==> src/efd_pkg.sv <==
`default_nettype none

package efd_pkg;

  localparam int unsigned MaxPacketDef = 2048;
  localparam int unsigned LenW         = 12;
  localparam int unsigned IdxW         = 11;
  localparam int unsigned CntW         = 32;

  localparam logic [7:0]      FrameReset = 8'h70;
  localparam logic [LenW-1:0] MinReset   = '1;

  typedef enum logic [1:0] {
    EV_NONE    = 2'd0,
    EV_PAYLOAD = 2'd1,
    EV_END     = 2'd2,
    EV_FLUSH   = 2'd3
  } event_kind_t;

  typedef struct packed {
    event_kind_t     kind;
    logic [7:0]      payload_byte;
    logic [IdxW-1:0] byte_index;
    logic [LenW-1:0] packet_length;
    logic [CntW-1:0] packets_seen;
    logic [LenW-1:0] largest_length;
    logic [LenW-1:0] smallest_length;
    logic [CntW-1:0] total_payload;
    logic [CntW-1:0] oversize_bytes;
    logic [CntW-1:0] largest_oversize_run;
    logic [CntW-1:0] flush_count;
  } efd_result_t;

endpackage

`default_nettype wire

==> src/efd_core.sv <==
`default_nettype none

module efd_core #(
  parameter int unsigned MAX_PACKET = efd_pkg::MaxPacketDef
) (
  input  logic                clk,
  input  logic                rst,
  input  logic                step,
  input  logic [7:0]          rx_byte,
  input  logic                flush,
  input  logic [7:0]          frame_byte,
  output efd_pkg::efd_result_t res
);
  import efd_pkg::*;

  localparam logic [LenW-1:0] MaxLen = LenW'(MAX_PACKET);

  logic            in_escape,       in_escape_next;
  logic [LenW-1:0] cur_length,      cur_length_next;
  logic [CntW-1:0] cur_overrun,     cur_overrun_next;
  logic [CntW-1:0] packet_count,    packet_count_next;
  logic [LenW-1:0] max_length,      max_length_next;
  logic [LenW-1:0] min_length,      min_length_next;
  logic [CntW-1:0] byte_total,      byte_total_next;
  logic [CntW-1:0] discard_count,   discard_count_next;
  logic [CntW-1:0] max_discard_run, max_discard_run_next;
  logic [CntW-1:0] overrun_count,   overrun_count_next;

  logic        take_byte;
  event_kind_t kind;
  logic [7:0]      pbyte;
  logic [IdxW-1:0] pidx;
  logic [LenW-1:0] plen;

  always_comb begin
    in_escape_next       = in_escape;
    cur_length_next      = cur_length;
    cur_overrun_next     = cur_overrun;
    packet_count_next    = packet_count;
    max_length_next      = max_length;
    min_length_next      = min_length;
    byte_total_next      = byte_total;
    discard_count_next   = discard_count;
    max_discard_run_next = max_discard_run;
    overrun_count_next   = overrun_count;
    take_byte = 1'b0;
    kind      = EV_NONE;
    pbyte     = '0;
    pidx      = '0;
    plen      = '0;

    if (flush) begin
      // drop the partial packet, keep the escape flag
      overrun_count_next = overrun_count + 1'b1;
      cur_length_next    = '0;
      cur_overrun_next   = '0;
      kind               = EV_FLUSH;
    end else if (in_escape) begin
      in_escape_next = 1'b0;
      if (rx_byte != frame_byte) begin
        plen              = cur_length;
        packet_count_next = packet_count + 1'b1;
        if (cur_length > max_length) max_length_next = cur_length;
        if (cur_length < min_length) min_length_next = cur_length;
        byte_total_next   = byte_total + CntW'(cur_length);
        cur_length_next   = '0;
        cur_overrun_next  = '0;
        kind              = EV_END;
      end else begin
        take_byte = 1'b1;
      end
    end else if (rx_byte == frame_byte) begin
      in_escape_next = 1'b1;
    end else begin
      take_byte = 1'b1;
    end

    if (take_byte) begin
      if (cur_length >= MaxLen) begin
        cur_overrun_next   = cur_overrun + 1'b1;
        discard_count_next = discard_count + 1'b1;
        if (cur_overrun_next > max_discard_run) max_discard_run_next = cur_overrun_next;
      end else begin
        kind            = EV_PAYLOAD;
        pbyte           = rx_byte;
        pidx            = cur_length[IdxW-1:0];
        cur_length_next = cur_length + 1'b1;
      end
    end
  end

  always_ff @(posedge clk) begin
    if (rst) begin
      in_escape       <= 1'b0;
      cur_length      <= '0;
      cur_overrun     <= '0;
      packet_count    <= '0;
      max_length      <= '0;
      min_length      <= MinReset;
      byte_total      <= '0;
      discard_count   <= '0;
      max_discard_run <= '0;
      overrun_count   <= '0;
    end else if (step) begin
      in_escape       <= in_escape_next;
      cur_length      <= cur_length_next;
      cur_overrun     <= cur_overrun_next;
      packet_count    <= packet_count_next;
      max_length      <= max_length_next;
      min_length      <= min_length_next;
      byte_total      <= byte_total_next;
      discard_count   <= discard_count_next;
      max_discard_run <= max_discard_run_next;
      overrun_count   <= overrun_count_next;
    end
  end

  always_comb begin
    res.kind                 = kind;
    res.payload_byte         = pbyte;
    res.byte_index           = pidx;
    res.packet_length        = plen;
    res.packets_seen         = packet_count_next;
    res.largest_length       = max_length_next;
    res.smallest_length      = min_length_next;
    res.total_payload        = byte_total_next;
    res.oversize_bytes       = discard_count_next;
    res.largest_oversize_run = max_discard_run_next;
    res.flush_count          = overrun_count_next;
  end

`ifndef SYNTHESIS
  a_len_bound: assert property (@(posedge clk) disable iff (rst)
    cur_length <= MaxLen)
    else $error("packet length past maximum");

  a_overrun_at_max: assert property (@(posedge clk) disable iff (rst)
    cur_overrun != '0 |-> cur_length == MaxLen)
    else $error("discard run while packet not full");

  a_run_tracked: assert property (@(posedge clk) disable iff (rst)
    max_discard_run >= cur_overrun)
    else $error("largest discard run below current run");

  a_max_bound: assert property (@(posedge clk) disable iff (rst)
    max_length <= MaxLen)
    else $error("largest length past maximum");

  a_flush_clears: assert property (@(posedge clk) disable iff (rst)
    step && flush |=> cur_length == '0 && cur_overrun == '0)
    else $error("flush left partial packet state");
`endif

endmodule

`default_nettype wire

==> src/escaped_frame_deframer.sv <==
// Byte-stuffed receive deframer with running statistics.
// Input channel (in_valid/in_ready): one beat carries a received byte or,
// with flush high, a receive-overflow event that drops the partial packet.
// A frame byte followed by a frame byte is one literal payload byte; a frame
// byte followed by anything else ends the packet and eats that byte.
// Output channel (out_valid/out_ready): exactly one result beat per input
// beat, in order: the event kind, the payload byte and its index, the
// finished packet length, and the statistics after this beat's update.
// Config channel (cfg_valid/cfg_data): writes the frame byte; always ready,
// write it only while no beats are in flight.
// An accepted beat lands in an input register, is processed by the
// statistics update between the two registers and is captured by the output
// register once that register is free. Throughput is one beat per cycle
// while the receiver keeps out_ready high.
// Reset clears all counters, smallest length to all ones, frame byte to 0x70.
// When the receiver stalls, the result is held and the input register fills;
// in_ready then drops until the output frees up. No beats are lost.
`default_nettype none

module escaped_frame_deframer #(
  parameter int unsigned MAX_PACKET = efd_pkg::MaxPacketDef
) (
  input  logic                       clk,
  input  logic                       rst,
  input  logic                       cfg_valid,
  output logic                       cfg_ready,
  input  logic [7:0]                 cfg_data,
  input  logic                       in_valid,
  output logic                       in_ready,
  input  logic [7:0]                 rx_byte,
  input  logic                       flush,
  output logic                       out_valid,
  input  logic                       out_ready,
  output logic [1:0]                 event_kind,
  output logic [7:0]                 payload_byte,
  output logic [efd_pkg::IdxW-1:0]   byte_index,
  output logic [efd_pkg::LenW-1:0]   packet_length,
  output logic [efd_pkg::CntW-1:0]   packets_seen,
  output logic [efd_pkg::LenW-1:0]   largest_length,
  output logic [efd_pkg::LenW-1:0]   smallest_length,
  output logic [efd_pkg::CntW-1:0]   total_payload,
  output logic [efd_pkg::CntW-1:0]   oversize_bytes,
  output logic [efd_pkg::CntW-1:0]   largest_oversize_run,
  output logic [efd_pkg::CntW-1:0]   flush_count
);
  import efd_pkg::*;

  logic [7:0]  frame_byte;

  // input register
  logic        s1_valid;
  logic [7:0]  s1_byte;
  logic        s1_flush;

  // result register
  efd_result_t res_next;
  efd_result_t res;

  logic out_free;
  logic advance;

  // advance the held beat whenever the result register is empty or draining
  assign out_free  = !out_valid || out_ready;
  assign advance   = s1_valid && out_free;
  assign in_ready  = !s1_valid || out_free;
  assign cfg_ready = 1'b1;

  always_ff @(posedge clk) begin
    if (rst) begin
      frame_byte <= FrameReset;
    end else if (cfg_valid) begin
      frame_byte <= cfg_data;
    end
  end

  always_ff @(posedge clk) begin
    if (rst) begin
      s1_valid <= 1'b0;
    end else if (in_ready) begin
      s1_valid <= in_valid;
    end
  end

  always_ff @(posedge clk) begin
    if (in_valid && in_ready) begin
      s1_byte  <= rx_byte;
      s1_flush <= flush;
    end
  end

  efd_core #(
    .MAX_PACKET (MAX_PACKET)
  ) u_core (
    .clk        (clk),
    .rst        (rst),
    .step       (advance),
    .rx_byte    (s1_byte),
    .flush      (s1_flush),
    .frame_byte (frame_byte),
    .res        (res_next)
  );

  always_ff @(posedge clk) begin
    if (rst) begin
      out_valid <= 1'b0;
    end else if (out_free) begin
      out_valid <= s1_valid;
    end
  end

  // hold the result while stalled
  always_ff @(posedge clk) begin
    if (advance) begin
      res <= res_next;
    end
  end

  assign event_kind           = res.kind;
  assign payload_byte         = res.payload_byte;
  assign byte_index           = res.byte_index;
  assign packet_length        = res.packet_length;
  assign packets_seen         = res.packets_seen;
  assign largest_length       = res.largest_length;
  assign smallest_length      = res.smallest_length;
  assign total_payload        = res.total_payload;
  assign oversize_bytes       = res.oversize_bytes;
  assign largest_oversize_run = res.largest_oversize_run;
  assign flush_count          = res.flush_count;

endmodule

`default_nettype wire

==> config.mk <==
export PLATFORM = sky130hd
export DESIGN_NAME = escaped_frame_deframer
export DESIGN_NICKNAME = d
export VERILOG_FILES = /design/src/efd_pkg.sv /design/src/efd_core.sv /design/src/escaped_frame_deframer.sv
export SDC_FILE = /design/constraint.sdc
export NUM_CORES = 1
export LEC_CHECK = 0
export BUFFER_PORTS_ARGS = -buffer_cell sky130_fd_sc_hd__buf_2
export CORE_MARGIN = 4
export CORE_UTILIZATION = 64
export DETAILED_ROUTE_END_ITERATION = 12
export GPL_TIMING_DRIVEN = 0
export PLACE_DENSITY_LB_ADDON = 0.3
export REMOVE_ABC_BUFFERS = 1
export SLEW_MARGIN = 20
export SYNTH_ARGS = -nofsm -noshare
export SYNTH_HDL_FRONTEND = slang
export SYNTH_SLANG_ARGS = --single-unit
==> constraint.sdc <==
create_clock -name clk -period 19.65 [get_ports clk]
set_input_delay 1.965 -clock clk [delete_from_list [all_inputs] [get_ports clk]]
set_output_delay 1.965 -clock clk [all_outputs]
set_load 0.03 [all_outputs]
# Word level (Yosys, flattened, before mapping)
# Cells that the tools add are included.
# word_totals
mem_bits_rw	0
latchBits	0
in_bits	22
memories	0
rom_bits	0
word_cells	92
out_inout_bits	220
regBits	465
# op_classes
n_shift	0
n_lt_le_gt_ge	4
n_reduce_logical	9
n_mul	0
n_addsub	6
n_eq_ne	2
div_mod_pow	0
muxes	41
n_bitwise	4
# op_table
op	n
$mux W32	17
$mux W12	13
$add A32 B1 Y32 const B	4
$add A32 B12 Y32	1
$gt A32 B32 Y1	1
$add A12 B1 Y12 const B	1
$ge A12 B12 Y1 const B	1
$gt A12 B12 Y1	1
$lt A12 B12 Y1	1
$mux W2	5
$eq A8 B8 Y1	1
$ne A8 B8 Y1	1
$mux W1	6
$not A1 Y1	4
$reduce_or A3 Y1	1
$logic_and A1 B1 Y1	2
$logic_not A1 Y1	2
$logic_or A1 B1 Y1	2
$reduce_and A2 Y1	1
$reduce_or A2 Y1	1

# Logic depth before layout (Yosys ltp)
# logic_depth
ltp_word	6
ltp_mapped	14
mapped_depth_nobuf	12

# Hierarchy
# Synthesis repeated with hierarchy kept, for this count alone.
# hier_totals
hier_cells	2158
area_unflattened_um2	22011.1
# modules_own_cells
mod	instances	cells_per_inst	seq_area_each_um2	area_per_inst_um2
efd_core	1	1894	4584.4	14833.0
escaped_frame_deframer	1	264	6986.7	7178.1

# Worst setup path before layout
# No wires, ideal clock.
# synth_path
path_kind	input to register
startpoint	input out_ready
endpoint	register u_core.cur_length[8]
n_path_buf	2
arrival_time_ps	9218
stages	6
setup_time_ps	422
setup_slack_ps	10010
required_time_ps	19228
cell_sequence	nand2b_1 -> nand2_1 -> clkinv_1 -> clkbuf_1 -> clkbuf_1 -> o21ai_0
# synth_between
elab_chain_cells	2
# synth_rtl
element	line	text
from (decl)	escaped_frame_deframer.sv:33	input logic out_ready,
$logic_or A1 B1 Y1	escaped_frame_deframer.sv:63	assign out_free = !out_valid || out_ready;
$logic_and A1 B1 Y1	escaped_frame_deframer.sv:64	assign advance = s1_valid && out_free;
net advance	escaped_frame_deframer.sv:60	logic advance;
to (signal assigned)	efd_core.sv:106	cur_length <= cur_length_next;
to (decl)	efd_core.sv:19	logic [LenW-1:0] cur_length, cur_length_next;
# The timed path passes the listed nets, and every way through them passes these cells.
# A chain may end at the register's enable or synchronous reset.

# Worst setup path after layout
# layout_path
startpoint	input out_ready
endpoint	register u_core.max_discard_run[0]
# layout_between
elab_chain_cells	2
# layout_rtl
element	line	text
$logic_or A1 B1 Y1	escaped_frame_deframer.sv:63	
$logic_and A1 B1 Y1	escaped_frame_deframer.sv:64	
to (signal assigned)	efd_core.sv:113	max_discard_run <= max_discard_run_next;
to (decl)	efd_core.sv:26	logic [CntW-1:0] max_discard_run, max_discard_run_next;
# Every way passes these cells.

==> results.tsv <==
stage	metric	value	unit
yosys	most used flip-flop cell after synthesis	dfxtp_1	
power_and_ir_drop	Peak VDD IR	0.0000685	V
yosys	Post-synth EDFFs	226	
place	PortBufs	240	
power_and_ir_drop	Pleak	9.59	nW
place	post-DP HPWL	35.3	mm
grt	largest net degree at the start of global routing	98	
critical_path	crit end category	register	
grt	first-pass GRT wire length	84.5	mm
die	I/O Pins	242	
clock_network	post-CTS setup buffers	0	
run_status	status	complete, no violations	
layout	final net count	2466	
drt	number of remaining DRC errors	0	
clock_network	# hold bufs at CTS	0	
grt	number of global-route vias before repair	16700	
clock_network	total CTS buffers	46	
timing	Hold WS	476	ps
job	Max-cap violations	0	
drt	DRT Wirelength	52.5	mm
drt	Post-DRT Antenna Nets	0	
hold_path	Worst Hold Class	reg2reg	
yosys	area share of the largest cell type after synthesis	0.301	
yosys	Yosys top cell by area	edfxtp_1	
drt	Initial DRC Count	1209	
timing	Slew @ Worst Pin	983	ps
layout	final core occ	0.740	
critical_path	worst path cell trace	buf_2 -> nand2b_1 -> nand2_4 -> clkinv_4 -> buf_16 -> buf_16 -> nand2_1 -> a21oi_4 -> buf_8 -> buf_16 -> mux2_2	
die	die height	196	µm
yosys	Mapped Area	0.0225	mm²
yosys	sequential-to-total area share from yosys stat	0.514	
die	die width	196	µm
place	GPL Wtd Cong	0.877	
timing	Max Freq	0.206	GHz
critical_path	CP max FO	86	
critical_path	worst path bufs/invs	6	
clock_network	Clock Path Buffers	3	
clock_network	post-cts gate resize count	0	
critical_path	critical path class	in2reg	
layout	area grow syn2layout	13.7	%
layout	Non-Filler Instances	2862	
die	starting density of the core	0.651	
die	Rows	68	
critical_path	Crit path required time	20100	ps
critical_path	family with the most delay on the worst path	buffers and inverters	
clock_network	clk sinks	465	
yosys	Cells after Synth	2195	
grt	initial antenna violation count	3	
grt	GR Overflow Total	0	
yosys	post-synthesis async set-or-reset flop share	0	
layout	fillers	2345	
drt	wire length per cell	18.3	µm
clock_network	CTS tree	yes	
timing	RSZ-0062 raised after global routing	false	
grt	All-Layer GR Usage	0.267	
critical_path	Worst Path Arrival	5300	ps
yosys	Syn. warnings	0	
timing	final hold vios	0	
yosys	flops & latches, synth	465	
critical_path	critical path's slowest cell	a21oi_4	
timing	period utilisation layout	0.247	
yosys	post-synth cell types	87	
yosys	Mapped Avg Cell Area	10.3	µm²
power_and_ir_drop	Pwr per Cell Area	80.5	mW/mm²
clock_network	H-tree Lvls	2	
timing	Max-slew headroom	0.344	
critical_path	CP max stage delay	500	ps
drt	via count	16900	
timing	min cycle time layout	4850	ps
clock_network	clk_lat worst skew	560	ps
drt	drt pass-1 iters	6	
critical_path	startpoint types	primary input	
critical_path	Top cell by count, worst path	buf_16	
timing	setup TNS	0	ps
timing	Final Setup Violations	0	
drt	vias per inst	5.91	
timing	Slew Viols, Final	0	
clock_network	CTS root buf	clkbuf_16	
place	Post-DP Area	0.0241	mm²
clock_network	register clock-pin slew on the reported worst setup and hold paths	60	ps
timing	Worst Skew	14.8	ps
layout	share of layout cells above drive strength 1	0.175	
die	core region area	0.0346	mm²
die	die area	0.0383	mm²
layout	Final Cell Area	0.0256	mm²
place	Cells after DPL	2775	
yosys	Synth area leaders	edfxtp_1 30%, dfxtp_1 21%, xnor2_1 5.2%, xor2_1 4.3%, ha_1 4.2%	
[layer usage]
metal,part of all wire,GRT usage
met5,0.00023,0
met4,0.035,0.104
met3,0.065,0.0411
met2,0.50,0.464
met1,0.40,0.336
[stage by stage]
| stage | power (mW) | setup WS, ps |
|---|---|---|
| after floorplan | 1.14 | 8060 |
| after global placement | 1.18 | 2780 |
| after detailed placement | 1.18 | 14210 |
| after CTS | 2.08 | 14780 |
| after global routing | 2.13 | 14690 |
| final | 2.06 | 14800 |
[kinds of logic (layout without fill, tap and decap cells)]
logic type / Yosys count / count (layout) / synth area share
other: 1 / 3 / 0.000166
adders and majority gates: 76 / 76 / 0.0425
buffers and inverters: 208 / 418 / 0.0394
xor gates and xnor gates: 245 / 245 / 0.0953
and+or+nand+nor: 831 / 831 / 0.185
AOI/OAI and AO/OA: 279 / 279 / 0.0817
DFF: 465 / 465 / 0.514
muxes: 90 / 90 / 0.0425
[state kept, by name, summed over array words and instances (netlist names), 11 cells and up]
signal                  flops
total_payload              32
u_core.cur_length          12
byte_index                 11
u_core.max_discard_run     32
flush_count                32
packets_seen               32
u_core.min_length          12
u_core.packet_count        32
u_core.cur_overrun         32
u_core.discard_count       32
smallest_length            12
u_core.max_length          12
largest_length             12
oversize_bytes             32
u_core.overrun_count       32
u_core.byte_total          32
largest_oversize_run       32
packet_length              12
[tightest hold or removal path, cell delays in order, from the launching register on]
cell	delay, ps
dfxtp_1	320
nand2_1	50
mux2i_1	50
[where the power goes]
group / total, mW / switching (mW) / internal [mW]
Clock: 0.903 / 0.364 / 0.539
Sequential: 1.05 / 0.00981 / 1.04
Combinational: 0.111 / 0.0854 / 0.0253
[synthesized netlist by cell type (75+ instances only)]
library cell  number
dfxtp_1          239
edfxtp_1         226
nand2_1          223
nor2_1           195
xnor2_1          135
xor2_1           110
nand3_1          106
a21oi_1           80
clkbuf_1          79
inv_1             77
ha_1              75
nor3_1            75
[worst paths after layout]
path	from	endpoint	slack (ps)	cells after the start
hold reg to reg	u_core.max_discard_run[18]	u_core.max_discard_run[18]	480	2
setup reg to reg	u_core.cur_overrun[0]	largest_oversize_run[31]	14920	12
setup / recovery	out_ready	u_core.max_discard_run[0]	14800	11
hold / removal	u_core.max_discard_run[18]	u_core.max_discard_run[18]	480	2
[final cells by class]
cell class / instances / area, µm² / area share
multi-input combinational: 1522 / 10100 / 0.396
timing repair buffer: 254 / 1480 / 0.0576
clock inverter: 27 / 317 / 0.0124
tap: 455 / 569 / 0.0222
clock buffer: 58 / 1240 / 0.0483
inverter: 79 / 307 / 0.0120
antenna: 2 / 5.00 / 0.000195
sequential: 465 / 11600 / 0.452
[cells in the final DEF, fill, tap and decap left out, types with 49 or more instances in the layout]
cell type and count:
inv_1 77, nand4_1 49, buf_2 239, edfxtp_1 226
nor2_1 192, nand3_1 106, a21oi_1 80, xnor2_1 135
xor2_1 110, o21ai_0 63, nor3_1 75, dfxtp_1 239
ha_1 75, nand2_1 222
(Power assumes the default switching activity.)
